`config.mk`:
```
export PLATFORM = sky130hd
export DESIGN_NAME = header_q_word_encoder_unit_flat
export DESIGN_NICKNAME = d
export VERILOG_FILES = /design/src/hdl/hqwe_pkg.sv /design/src/hdl/hqwe_stream_if.sv /design/src/hdl/hqwe_scan.sv /design/src/hdl/hqwe_serializer.sv /design/src/hdl/header_q_word_encoder_unit.sv /design/src/flat_wrapper.sv
export VERILOG_INCLUDE_DIRS = /design/src /design/src/hdl
export SDC_FILE = /design/constraint.sdc
export NUM_CORES = 1
export LEC_CHECK = 0
export CAP_MARGIN = 20
export CORE_UTILIZATION = 56
export CTS_BUF_LIST = sky130_fd_sc_hd__clkbuf_8
export CTS_CLUSTER_SIZE = 40
export DETAILED_ROUTE_END_ITERATION = 12
export DONT_BUFFER_PORTS = 1
export PLACE_DENSITY = 0.75
export SYNTH_ARGS = -nofsm -noshare
export SYNTH_HDL_FRONTEND = slang
export SYNTH_SLANG_ARGS = --single-unit
```
`constraint.sdc`:
```
create_clock -name clk_i -period 5.89 [get_ports clk_i]
set_input_delay 1.767 -clock clk_i [delete_from_list [all_inputs] [get_ports clk_i]]
set_output_delay 1.767 -clock clk_i [all_outputs]
set_load 0.01 [all_outputs]
```
`src/hdl/header_q_word_encoder_unit_macros.svh`:
```
// ----------------------------------------------------------------------------
// Header Q-word encoder assertion macros
// Concurrent assertion helpers; they expand to nothing in synthesis.
// ----------------------------------------------------------------------------
`ifndef HEADER_Q_WORD_ENCODER_UNIT_MACROS_SVH
`define HEADER_Q_WORD_ENCODER_UNIT_MACROS_SVH

`ifndef SYNTHESIS
// Check a property on every rising clock edge outside reset
`define HQWE_ASSERT(lbl, clk, rst_n, prop) \
  lbl: assert property (@(posedge clk) disable iff (!rst_n) (prop)) \
    else $error("hqwe assertion failed");
// Check that an antecedent implies a consequent in the same cycle
`define HQWE_ASSERT_IMPL(lbl, clk, rst_n, ante, cons) \
  lbl: assert property (@(posedge clk) disable iff (!rst_n) (ante) |-> (cons)) \
    else $error("hqwe implication failed");
// Check that an antecedent implies a consequent in the next cycle
`define HQWE_ASSERT_NEXT(lbl, clk, rst_n, ante, cons) \
  lbl: assert property (@(posedge clk) disable iff (!rst_n) (ante) |=> (cons)) \
    else $error("hqwe next-cycle check failed");
`else
`define HQWE_ASSERT(lbl, clk, rst_n, prop)
`define HQWE_ASSERT_IMPL(lbl, clk, rst_n, ante, cons)
`define HQWE_ASSERT_NEXT(lbl, clk, rst_n, ante, cons)
`endif

`endif

```
`src/hdl/hqwe_pkg.sv`:
```
// ----------------------------------------------------------------------------
// Header Q-word encoder package
// Shared types, character constants and helpers.
// ----------------------------------------------------------------------------
package hqwe_pkg;

  // Largest supported charset name, in bytes
  localparam int CHARSET_MAX_BYTES = 8;
  localparam int CFG_DATA_W        = 64;
  localparam int CHARSET_LEN_W     = 4;

  // Configuration register indexes
  typedef enum logic [0:0] {
    CFG_CHARSET_BYTES = 1'b0,
    CFG_CHARSET_LEN   = 1'b1
  } cfg_reg_e;

  // Characters used in the encoded word
  localparam logic [7:0] CHAR_EQ    = 8'h3d;  // '='
  localparam logic [7:0] CHAR_QMARK = 8'h3f;  // '?'
  localparam logic [7:0] CHAR_UNDER = 8'h5f;  // '_'
  localparam logic [7:0] CHAR_SPACE = 8'h20;  // ' '
  localparam logic [7:0] CHAR_Q     = 8'h51;  // 'Q'
  localparam logic [7:0] CTRL_MAX   = 8'h1f;
  localparam logic [7:0] CHAR_DEL   = 8'h7f;

  // Input beat payload
  typedef struct packed {
    logic [7:0] text_byte;
    logic       end_of_text;
  } in_beat_t;

  // Output beat payload
  typedef struct packed {
    logic [7:0] out_char;
    logic       last_of_run;
  } out_beat_t;

  // Description of the character run caused by one input byte
  typedef struct packed {
    logic       open_word;   // emit "=?" charset "?Q?" first
    logic       escape;      // emit "=HH" instead of the raw byte
    logic       close_word;  // append "?=" at the end
    logic [7:0] text_byte;
  } run_desc_t;

  // Upper-case hex digit table
  localparam logic [7:0] HEX_DIGITS [16] = '{
    8'h30, 8'h31, 8'h32, 8'h33, 8'h34, 8'h35, 8'h36, 8'h37,
    8'h38, 8'h39, 8'h41, 8'h42, 8'h43, 8'h44, 8'h45, 8'h46
  };

  function automatic logic [7:0] hex_digit(logic [3:0] nibble);
    return HEX_DIGITS[nibble];
  endfunction

endpackage

```
`src/hdl/hqwe_stream_if.sv`:
```
// ----------------------------------------------------------------------------
// Header Q-word encoder stream interface
// Valid/ready channel carrying one payload beat.
// ----------------------------------------------------------------------------
interface hqwe_stream_if #(
  parameter type payload_t = logic
);
  logic     valid;
  logic     ready;
  payload_t data;

  modport source (output valid, output data, input ready);
  modport sink   (input valid, input data, output ready);
endinterface

```
`src/hdl/hqwe_scan.sv`:
```
// ----------------------------------------------------------------------------
// Header Q-word encoder scanner
// Classifies each accepted byte and tracks the per-string mode bits.
// ----------------------------------------------------------------------------
module hqwe_scan (
  input  logic                clk_i,
  input  logic                rst_ni,
  input  logic                accept_i,
  input  hqwe_pkg::in_beat_t  beat_i,
  output hqwe_pkg::run_desc_t desc_o
);

  logic       encoding_q, encoding_d;
  logic       blanks_q, blanks_d;
  logic [7:0] c;
  logic       last;
  logic       special;
  logic       plain;
  logic       is_space;
  logic       start;
  logic       active_after;

  assign c        = beat_i.text_byte;
  assign last     = beat_i.end_of_text;
  assign is_space = (c == hqwe_pkg::CHAR_SPACE);

  // Classify the byte
  assign special = (c == hqwe_pkg::CHAR_EQ) || (c == hqwe_pkg::CHAR_QMARK) ||
                   (c == hqwe_pkg::CHAR_UNDER) || (c <= hqwe_pkg::CTRL_MAX) ||
                   (c >= hqwe_pkg::CHAR_DEL);
  assign plain   = !special;

  // Open a word on a special byte, or on a final space after only blanks
  assign start        = !encoding_q && (!plain || (blanks_q && is_space && last));
  assign active_after = encoding_q || start;

  // Build the run description
  always_comb begin
    desc_o.open_word  = start;
    desc_o.escape     = active_after && (special || is_space);
    desc_o.close_word = active_after && last;
    desc_o.text_byte  = c;
  end

  // Next mode bits; reset both after a final byte
  always_comb begin
    encoding_d = active_after;
    blanks_d   = blanks_q;
    if (!encoding_q && plain && blanks_q && !is_space) begin
      blanks_d = 1'b0;
    end
    if (last) begin
      encoding_d = 1'b0;
      blanks_d   = 1'b1;
    end
  end

  // Hold mode bits between accepted beats
  always_ff @(posedge clk_i or negedge rst_ni) begin
    if (!rst_ni) begin
      encoding_q <= 1'b0;
      blanks_q   <= 1'b1;
    end else if (accept_i) begin
      encoding_q <= encoding_d;
      blanks_q   <= blanks_d;
    end
  end

endmodule

```
`src/hdl/hqwe_serializer.sv`:
```
// ----------------------------------------------------------------------------
// Header Q-word encoder serializer
// Holds one run description and emits its characters, one per cycle while the output is not stalled.
// ----------------------------------------------------------------------------
`include "header_q_word_encoder_unit_macros.svh"

module hqwe_serializer #(
  parameter int CharsetMaxBytes = hqwe_pkg::CHARSET_MAX_BYTES
) (
  input  logic                                 clk_i,
  input  logic                                 rst_ni,
  input  logic                                 accept_i,
  input  hqwe_pkg::run_desc_t                  desc_i,
  input  logic [hqwe_pkg::CFG_DATA_W-1:0]      charset_bytes_i,
  input  logic [hqwe_pkg::CHARSET_LEN_W-1:0]   charset_len_i,
  output logic                                 slot_ready_o,
  output logic                                 out_valid_o,
  output hqwe_pkg::out_beat_t                  out_beat_o,
  input  logic                                 out_ready_i
);

  localparam int PosW = $clog2(CharsetMaxBytes + 11);
  localparam int IdxW = (CharsetMaxBytes > 1) ? $clog2(CharsetMaxBytes) : 1;

  logic                item_valid_q;
  hqwe_pkg::run_desc_t item_q;
  logic [PosW-1:0]     pos_q;
  logic                out_valid_q;
  hqwe_pkg::out_beat_t out_beat_q;

  logic [PosW-1:0] len_ext;
  logic [PosW-1:0] hdr_len;
  logic [PosW-1:0] body_len;
  logic [PosW-1:0] total_len;
  logic [PosW-1:0] last_pos;
  logic [PosW-1:0] cs_end;
  logic [PosW-1:0] cs_off;
  logic [PosW-1:0] tag_off;
  logic [PosW-1:0] body_off;
  logic [PosW-1:0] close_off;
  logic [IdxW-1:0] cs_idx;
  logic [7:0]      cur_char;
  logic            at_last;
  logic            advance;
  logic            finish;

  // Run layout: header, body, closing
  assign len_ext   = PosW'(charset_len_i);
  assign hdr_len   = item_q.open_word ? (len_ext + PosW'(5)) : '0;
  assign body_len  = item_q.escape ? PosW'(3) : PosW'(1);
  assign total_len = hdr_len + body_len + (item_q.close_word ? PosW'(2) : '0);
  assign last_pos  = total_len - PosW'(1);
  assign at_last   = (pos_q == last_pos);

  // Offsets into each segment
  assign cs_end    = PosW'(2) + len_ext;
  assign cs_off    = pos_q - PosW'(2);
  assign tag_off   = pos_q - cs_end;
  assign body_off  = pos_q - hdr_len;
  assign close_off = body_off - body_len;
  assign cs_idx    = cs_off[IdxW-1:0];

  // Pick the character at the current position
  always_comb begin
    cur_char = item_q.text_byte;
    if (pos_q < hdr_len) begin
      if (pos_q == '0) begin
        cur_char = hqwe_pkg::CHAR_EQ;
      end else if (pos_q == PosW'(1)) begin
        cur_char = hqwe_pkg::CHAR_QMARK;
      end else if (pos_q < cs_end) begin
        cur_char = charset_bytes_i[{cs_idx, 3'b000} +: 8];
      end else if (tag_off == PosW'(1)) begin
        cur_char = hqwe_pkg::CHAR_Q;
      end else begin
        cur_char = hqwe_pkg::CHAR_QMARK;
      end
    end else if (body_off < body_len) begin
      if (!item_q.escape) begin
        cur_char = item_q.text_byte;
      end else if (body_off == '0) begin
        cur_char = hqwe_pkg::CHAR_EQ;
      end else if (body_off == PosW'(1)) begin
        cur_char = hqwe_pkg::hex_digit(item_q.text_byte[7:4]);
      end else begin
        cur_char = hqwe_pkg::hex_digit(item_q.text_byte[3:0]);
      end
    end else if (close_off == '0) begin
      cur_char = hqwe_pkg::CHAR_QMARK;
    end else begin
      cur_char = hqwe_pkg::CHAR_EQ;
    end
  end

  // Advance when the output register is free or drains this cycle
  assign advance      = item_valid_q && (!out_valid_q || out_ready_i);
  assign finish       = advance && at_last;
  assign slot_ready_o = !item_valid_q || finish;

  // Hold the current run and its position
  always_ff @(posedge clk_i or negedge rst_ni) begin
    if (!rst_ni) begin
      item_valid_q <= 1'b0;
      pos_q        <= '0;
    end else if (accept_i) begin
      item_valid_q <= 1'b1;
      pos_q        <= '0;
    end else if (finish) begin
      item_valid_q <= 1'b0;
    end else if (advance) begin
      pos_q <= pos_q + PosW'(1);
    end
  end

  // Load the run payload
  always_ff @(posedge clk_i) begin
    if (accept_i) begin
      item_q <= desc_i;
    end
  end

  // Output register
  always_ff @(posedge clk_i or negedge rst_ni) begin
    if (!rst_ni) begin
      out_valid_q <= 1'b0;
    end else if (advance) begin
      out_valid_q <= 1'b1;
    end else if (out_ready_i) begin
      out_valid_q <= 1'b0;
    end
  end

  always_ff @(posedge clk_i) begin
    if (advance) begin
      out_beat_q.out_char    <= cur_char;
      out_beat_q.last_of_run <= at_last;
    end
  end

  assign out_valid_o = out_valid_q;
  assign out_beat_o  = out_beat_q;

  // Position never runs past the end of the run
  `HQWE_ASSERT_IMPL(a_pos_in_run, clk_i, rst_ni, item_valid_q, pos_q <= last_pos)
  // A new run is taken only into a free or finishing slot
  `HQWE_ASSERT_IMPL(a_accept_slot, clk_i, rst_ni, accept_i, !item_valid_q || finish)
  // The final character of a run carries the run end mark
  `HQWE_ASSERT_NEXT(a_last_mark, clk_i, rst_ni, finish, out_valid_q && out_beat_q.last_of_run)

endmodule

```
`src/hdl/header_q_word_encoder_unit.sv`:
```
// The first character of a run passes through the run register and then the output register.
// Throughput: one output character per cycle while the receiver is ready; a byte holds the
// serializer until all its characters (1, 3, 5 or up to charset length + 10) are emitted.
// A byte is accepted in the cycle its predecessor's last character enters the output.
// Reset (async, active low) clears the mode bits, the pipeline and the charset registers.
// ----------------------------------------------------------------------------
// Header Q-word encoder top level
// Encodes header strings into Q-encoded words with a configured charset.
// ----------------------------------------------------------------------------
module header_q_word_encoder_unit #(
  parameter int CharsetMaxBytes = hqwe_pkg::CHARSET_MAX_BYTES
) (
  input  logic                            clk_i,
  input  logic                            rst_ni,
  input  logic                            cfg_we_i,
  input  logic [0:0]                      cfg_idx_i,
  input  logic [hqwe_pkg::CFG_DATA_W-1:0] cfg_wdata_i,
  hqwe_stream_if.sink                     in_if,
  hqwe_stream_if.source                   out_if
);

  localparam int LenW = hqwe_pkg::CHARSET_LEN_W;

  logic [hqwe_pkg::CFG_DATA_W-1:0] charset_bytes_q;
  logic [LenW-1:0]                 charset_len_q;
  logic [LenW-1:0]                 charset_len_clamped;
  logic                            slot_ready;
  logic                            in_accept;
  hqwe_pkg::in_beat_t              in_beat;
  hqwe_pkg::run_desc_t             desc;
  hqwe_pkg::out_beat_t             out_beat;

  // Configuration registers
  always_ff @(posedge clk_i or negedge rst_ni) begin
    if (!rst_ni) begin
      charset_bytes_q <= '0;
      charset_len_q   <= '0;
    end else if (cfg_we_i) begin
      unique case (cfg_idx_i)
        hqwe_pkg::CFG_CHARSET_BYTES: charset_bytes_q <= cfg_wdata_i;
        hqwe_pkg::CFG_CHARSET_LEN:   charset_len_q   <= cfg_wdata_i[LenW-1:0];
      endcase
    end
  end

  // Limit the charset length to the supported maximum
  assign charset_len_clamped = (charset_len_q > LenW'(CharsetMaxBytes)) ?
                               LenW'(CharsetMaxBytes) : charset_len_q;

  // Input handshake
  assign in_beat     = in_if.data;
  assign in_if.ready = slot_ready;
  assign in_accept   = in_if.valid && slot_ready;

  hqwe_scan u_scan (
    .clk_i    (clk_i),
    .rst_ni   (rst_ni),
    .accept_i (in_accept),
    .beat_i   (in_beat),
    .desc_o   (desc)
  );

  hqwe_serializer #(
    .CharsetMaxBytes (CharsetMaxBytes)
  ) u_serializer (
    .clk_i           (clk_i),
    .rst_ni          (rst_ni),
    .accept_i        (in_accept),
    .desc_i          (desc),
    .charset_bytes_i (charset_bytes_q),
    .charset_len_i   (charset_len_clamped),
    .slot_ready_o    (slot_ready),
    .out_valid_o     (out_if.valid),
    .out_beat_o      (out_beat),
    .out_ready_i     (out_if.ready)
  );

  assign out_if.data = out_beat;

endmodule

```
`src/flat_wrapper.sv`:
```
// flat-port wrapper written by rule: the top's interface ports become plain ports
module header_q_word_encoder_unit_flat import hqwe_pkg::*;
#(
  parameter int CharsetMaxBytes = hqwe_pkg::CHARSET_MAX_BYTES
)
  (clk_i, rst_ni, cfg_we_i, cfg_idx_i, cfg_wdata_i, in_if_valid, in_if_data, in_if_ready, out_if_valid, out_if_data, out_if_ready);
  hqwe_stream_if #(.payload_t(in_beat_t)) in_if_i ();
  hqwe_stream_if #(.payload_t(out_beat_t)) out_if_i ();
  input  logic clk_i;
  input  logic rst_ni;
  input  logic cfg_we_i;
  input  logic [0:0] cfg_idx_i;
  input  logic [hqwe_pkg::CFG_DATA_W-1:0] cfg_wdata_i;
  input wire logic [$bits(in_if_i.valid)-1:0] in_if_valid;
  input wire logic [$bits(in_if_i.data)-1:0] in_if_data;
  output wire logic [$bits(in_if_i.ready)-1:0] in_if_ready;
  output wire logic [$bits(out_if_i.valid)-1:0] out_if_valid;
  output wire logic [$bits(out_if_i.data)-1:0] out_if_data;
  input wire logic [$bits(out_if_i.ready)-1:0] out_if_ready;
  assign in_if_i.valid = in_if_valid;
  assign in_if_i.data = in_if_data;
  assign in_if_ready = in_if_i.ready;
  assign out_if_valid = out_if_i.valid;
  assign out_if_data = out_if_i.data;
  assign out_if_i.ready = out_if_ready;
  header_q_word_encoder_unit #(.CharsetMaxBytes(CharsetMaxBytes)) u_core (.clk_i(clk_i), .rst_ni(rst_ni), .cfg_we_i(cfg_we_i), .cfg_idx_i(cfg_idx_i), .cfg_wdata_i(cfg_wdata_i), .in_if(in_if_i), .out_if(out_if_i));
endmodule
```
# Yosys cells after proc, flatten, opt, wreduce, memory -nomap -nowiden
# Memory sizes are Yosys's and may differ from the RTL's.
# Cells that the tools add are included.
dict set report totals {
  register_bits 97
  romBits 256
  mem_count 2
}
# memory depth word_bits rd rd_ports_with_merged_regs wr line
set mem_list {}
lappend mem_list {{(no name shown)} 16 8 1 0 0 hqwe_pkg.sv:54} ;# return HEX_DIGITS[nibble];
lappend mem_list {{(no name shown)} 16 8 1 0 0 hqwe_pkg.sv:54}
dict set report op_classes {
  addsub 10
  order_cmp 8
  n_eq_ne 9
  shifts 1
  mux 28
  n_bitwise 3
  reduce_logical 36
}
# operator n
set ops {}
lappend ops {{8-bit two-way mux} 12}
lappend ops {{64-bit by 7-bit indexed part select with 8-bit output} 1}
lappend ops {{8-bit by 6-bit == test with 1-bit output (second input constant)} 3}
lappend ops {{5-bit two-way mux} 4}
lappend ops {{5-bit by 1-bit == test with 1-bit output (second input constant)} 3}
lappend ops {{5-bit zero test} 3}
lappend ops {{1-bit logical AND} 11}
lappend ops {{5-bit by 2-bit adder with 5-bit output} 2}
lappend ops {{5-bit greater-or-equal comparator (second input constant)} 2}
lappend ops {{5-bit < comparator} 2}
lappend ops {{4-bit inverter with 5-bit output} 2}
lappend ops {{5-bit subtractor} 2}
lappend ops {{1-bit logical OR} 9}
lappend ops {{8-bit by 7-bit == test with 1-bit output (second input constant)} 1}
lappend ops {{8-bit by 7-bit greater-or-equal comparator with 1-bit output (second input constant)} 1}
lappend ops {{8-bit by 5-bit <= comparator with 1-bit output (second input constant)} 1}
lappend ops {{2-bit AND reduction} 4}
lappend ops {{2-bit nonzero test} 4}
lappend ops {{1-bit two-way mux} 7}
lappend ops {{7-bit two-way mux} 1}
lappend ops {{2-bit two-way mux} 3}
lappend ops {{2-bit by 4-bit adder with 5-bit output (first input constant)} 1}
lappend ops {{4-bit by 3-bit adder with 5-bit output (second input constant)} 1}
lappend ops {{5-bit by 1-bit adder with 5-bit output (second input constant)} 1}
lappend ops {{other kinds (10)} 14}

# Depth between registers and ports, before layout
dict set report logic_depth {
  word_depth 13
  mapped_depth 16
  mapped_depth_nobuf 14
}

# Hierarchy
# From an unflattened synthesis, not the netlist that was laid out.
dict set report hier_totals {
  hier_cells 415
  hier_area_um2 5666.7
}
# module n_inst cells_each area_per_inst_um2
set modules_own_cells {}
lappend modules_own_cells {header_q_word_encoder_unit 1 150 2879.0}
lappend modules_own_cells {hqwe_serializer 1 233 2521.2}
lappend modules_own_cells {hqwe_scan 1 32 266.5}

# Worst setup path before layout
# No wires, ideal clock.
dict set report synth_timing {
  path_type {reg2out}
  from {register u_core.charset_len_q[3]}
  to {output port in_if_ready}
  arrival_ns 2.223
  t_required_ns 4.123
  setup_slack_ns 1.900
  path_stages_with_launch 13
  n_path_buf 1
  path_cell_list {dfrtp_1 > buf_2 > nor2b_1 > nand2_1 > xnor2_1 > nand2_1 > inv_1 > ha_1 > ha_1 > xor2_1 > nor3_1 > nand3_1 > o21ai_2}
}
dict set report synth_between {
  elab_chain_len 10
}
# element line
set synth_rtl {}
lappend synth_rtl {{start: declaration} header_q_word_encoder_unit.sv:25} ;# logic [LenW-1:0] charset_len_q;
lappend synth_rtl {{start signal: assignment} header_q_word_encoder_unit.sv:41} ;# hqwe_pkg::CFG_CHARSET_LEN: charset_len_q <= cfg_wdata_i[LenW-1:0];
lappend synth_rtl {{4-bit greater-than comparator} header_q_word_encoder_unit.sv:47} ;# assign charset_len_clamped = (charset_len_q > LenW'(CharsetMaxBytes)) ?
lappend synth_rtl {{4-bit two-way mux (*)} header_q_word_encoder_unit.sv:47}
lappend synth_rtl {{4-bit by 3-bit adder with 5-bit output (*)} hqwe_serializer.sv:49} ;# assign hdr_len = item_q.open_word ? (len_ext + PosW'(5)) : '0;
lappend synth_rtl {{5-bit two-way mux (*)} hqwe_serializer.sv:49}
lappend synth_rtl {{5-bit by 2-bit adder with 5-bit output (*) (2 in series)} hqwe_serializer.sv:51} ;# assign total_len = hdr_len + body_len + (item_q.close_word ? PosW'(2) : '0);
lappend synth_rtl {{5-bit by 1-bit subtractor with 5-bit output (*)} hqwe_serializer.sv:52} ;# assign last_pos = total_len - PosW'(1);
lappend synth_rtl {{5-bit == test (*)} hqwe_serializer.sv:53} ;# assign at_last = (pos_q == last_pos);
lappend synth_rtl {{1-bit logical AND (*)} hqwe_serializer.sv:97} ;# assign finish = advance && at_last;
lappend synth_rtl {{1-bit logical OR (*)} hqwe_serializer.sv:98} ;# assign slot_ready_o = !item_valid_q || finish;
lappend synth_rtl {{end: declaration} flat_wrapper.sv:16} ;# output wire logic [$bits(in_if_i.ready)-1:0] in_if_ready;
# Every way passes the cells marked *; elsewhere a longest branch is shown, timed or not.

# Final worst setup path
# Same ends and word-level chain as after synthesis.

==> run summary <==
R2R setup slack = 2.17 ns
Worst-Margin Slew = 0.986 ns
First-pass GRT wire length = 17700 um
Pwr dens = 450 nW/um^2
Launch point of the worst reg-to-reg path = u_core.charset_len_q[3]$_DFFE_PN0P_
Met3 GRT Util = 0.0482
Die Height = 98.6 um
Drt pass-1 iters = 4
Period utilization = 0.799
Effective utilization at floorplan = 0.588
Area Overhead vs Synth = 5.37%
Status = complete, no violations
CTS tree = done
Worst setup path startpoint = u_core.charset_len_q[3]$_DFFE_PN0P_
Worst-Skew Late Latency = 0.37 ns
CP cell instances = nor2b_1 > nand2_1 > xnor2_1 > nand2_1 > inv_1 > ha_1 > ha_1 > xor2_1 > nor3_1 > nand3_1 > o21ai_2
# rows = 34
CTS resizes = 0
CTS root buffer = clkbuf_8
Leakage = 2.25 nW
Hold Fails Final Rpt = 0
Number of flops mapped to enable cells by yosys = 20
Synthesized area per cell = 12.8 sq um
CP max stage delay = 0.49 ns
Post-Synthesis Cells = 408
Maximum vdd ir drop = 0.000200 V
Max_slew headroom = 0.341
Initial antenna violation count = 0
Fillers = 681
Global Route met1 Usage = 0.316
Min Hold Slack = 0.509 ns
Largest net degree at the start of global routing = 78
Clock share of power = 0.164
Vias per Instance = 6.18
Initial DRC Count = 162
Setup crit end kind = output port
Worst-path clk slew = 0.10 ns
CTS buffer count = 9
Sequential power share = 0.390
Final Core Density = 0.619
Hold Buf Count CTS = 0
Slowest stage cell, crit path = dfrtp_1
Longest Clk Path Bufs = 2
RSZ-0062 raised after global routing = no
Gr busiest metal = met2
Htree depth = 3
Detail Route Antenna Nets = 0
Vias post-DR = 3214
Dpl ws = 1.62 ns
P_int = 1.54 mW
Design Power = 2.48 mW
Commonest cells after routing, fill and taps aside = 76 x dfrtp_1, 72 x mux2_2, 23 x nand2_1
I/O pin total = 90
Critical path capture point = in_if_ready
Vias in the first global route = 3446
Die area = 9720 sq um
WP data required = 4.12 ns
RR Endpoint = u_core.u_scan.blanks_q$_DFFE_PN1P_
Gpl congestion = 0.866
Ys async rst share = 0.794
Most common cell after layout, fill and taps aside = dfrtp_1
Buffer count from post-CTS setup fixing = 0
GR Util met2 = 0.387
#FFs+latches synth = 97
Share of layout cells above drive strength 1 = 0.291
Dominant synthesized flop cell = dfrtp_1
Final #Nets = 510
Port bufs = 0
Tot GR Track Use = 0.237
Fmax = 213 MHz
Startpoint Class = register
Grt ovf = 0
R2R cell count = 15
Synth unique cells = 65
Sw Ratio = 0.378
Yosys Warn Count = 0
Sequential area share after synthesis = 0.484
Setup Crit Path Kind = reg -> out
Max Cap Violations = 0
Core area = 8890 sq um
Residual DRC = 0
Hold Path Origin = u_core.u_serializer.item_valid_q$_DFFE_PN0P_
Die width = 98.6 um
Ant. Diodes = 0
Final WL = 10600 um
Worst Skew = 0.00915 ns
P_sw = 936 uW
Syn Std Cell Area = 5220 sq um
Critical Path Fanout Max = 10
Avg WL per Cell = 20.3 um
Max-slew violation count = 0
Hold WC Path Type = reg -> reg
Final min period = 4.70 ns
Setup WS post-layout = 1.19 ns
Setup violations, final = 0
Comb pwr share = 0.445
DP Wirelength = 7690 um
# clock sinks = 97
Setup TNS Final = 0 ns
Arrival @ worst endpoint = 2.94 ns
## cell type report
type | count | area (sq um) | share of cell area
Tap cell | 108 | 135 | 0.0246
Inverter | 17 | 63.8 | 0.0116
Timing Repair Buffer | 4 | 30.0 | 0.00546
Sequential cell | 97 | 2530 | 0.459
Clock inverter | 7 | 53.8 | 0.00977
Clock buffer | 9 | 124 | 0.0225
Multi-Input combinational cell | 278 | 2570 | 0.467
## synthesized netlist by cell type (3+ instances only)
master | number | share of area
nand2b_1 | 9 | 0.011
mux4_2 | 16 | 0.069
ha_1 | 22 | 0.053
nor2_1 | 15 | 0.011
xor2_1 | 7 | 0.012
a21oi_1 | 16 | 0.015
o21ai_0 | 7 | 0.0067
edfxtp_1 | 20 | 0.11
buf_2 | 5 | 0.0048
nand3b_1 | 3 | 0.0043
inv_1 | 16 | 0.011
and2_1 | 4 | 0.0048
nor3_1 | 4 | 0.0038
nand3_1 | 5 | 0.0048
mux2_2 | 72 | 0.16
nor3b_1 | 3 | 0.0043
a22o_1 | 3 | 0.0050
nor2b_1 | 5 | 0.0060
nand2_1 | 23 | 0.017
xnor2_1 | 7 | 0.012
dfrtp_1 | 76 | 0.36
clkbuf_1 | 10 | 0.0072
a22oi_1 | 3 | 0.0043
mux2i_1 | 5 | 0.0096
## cell families after synthesis
logic type                 after synthesis  share of synthesized area
and+or+nand+nor                         87                     0.0908
adders and majority gates               24                     0.0604
muxes                                   93                      0.234
AOI/OAI and AO/OA                       58                     0.0805
DFF                                     97                      0.484
xor gates and xnor gates                14                     0.0235
other                                    1                   0.000718
buffers and inverters                   34                     0.0263
## how the worst min path moves through the flow
stage	cells past startpoint	endpoint
finish	1	u_core.u_serializer.out_valid_o$_DFFE_PN0P_
floorplan	1	u_core.u_serializer.out_valid_o$_DFFE_PN0P_
global placement	1	u_core.u_serializer.out_valid_o$_DFFE_PN0P_
global route	1	u_core.charset_bytes_q[44]$_DFFE_PN0P_
CTS	1	u_core.u_serializer.out_valid_o$_DFFE_PN0P_
detailed placement	1	u_core.u_serializer.out_valid_o$_DFFE_PN0P_
## flip-flops by register name (all words and copies together) (netlist names)
signal	cells
u_core.charset_len_q	4
u_core.u_serializer.item_valid_q	1
u_core.u_serializer.out_valid_o	1
u_core.u_serializer.item_q	11
u_core.u_scan.blanks_q	1
u_core.charset_bytes_q	64
u_core.u_serializer.pos_q	5
u_core.u_serializer.out_beat_o	9
u_core.u_scan.encoding_q	1
## metrics by stage
step	area [sq um]	instances
after floorplan	5230	409
after detailed placement	5330	504
final	5500	520
after CTS	5500	520
after global routing	5500	520
after global placement	5330	504
## routing by layer
metal  wire (um)  up-vias  part of all wire
met5           0        -                 0
met4         210        0             0.020
met3         517       15             0.049
met2        5160       73              0.49
met1        4660     1633              0.44
li1            -     1493                 -
## power by group through the flow
stage,Combinational (mW),Sequential (mW),Clock [mW]
after floorplan,0.876,0.948,0
after global placement,1.08,0.972,0
after detailed placement,1.10,0.981,0
after CTS,1.11,0.967,0.416
after global routing,1.21,0.985,0.444
final,1.10,0.966,0.407
## worst max-delay path, delay by kind of cell, from the launching register on
family / cells / cell delay, ns
AOI/OAI and AO/OA: 1 / 0.25
and+or+nand+nor: 5 / 1.00
buffers and inverters: 1 / 0.05
adders and majority gates: 2 / 0.48
xor gates and xnor gates: 2 / 0.28
DFF: 1 / 0.49
Note: power is estimated with default switching activity, not from simulation.
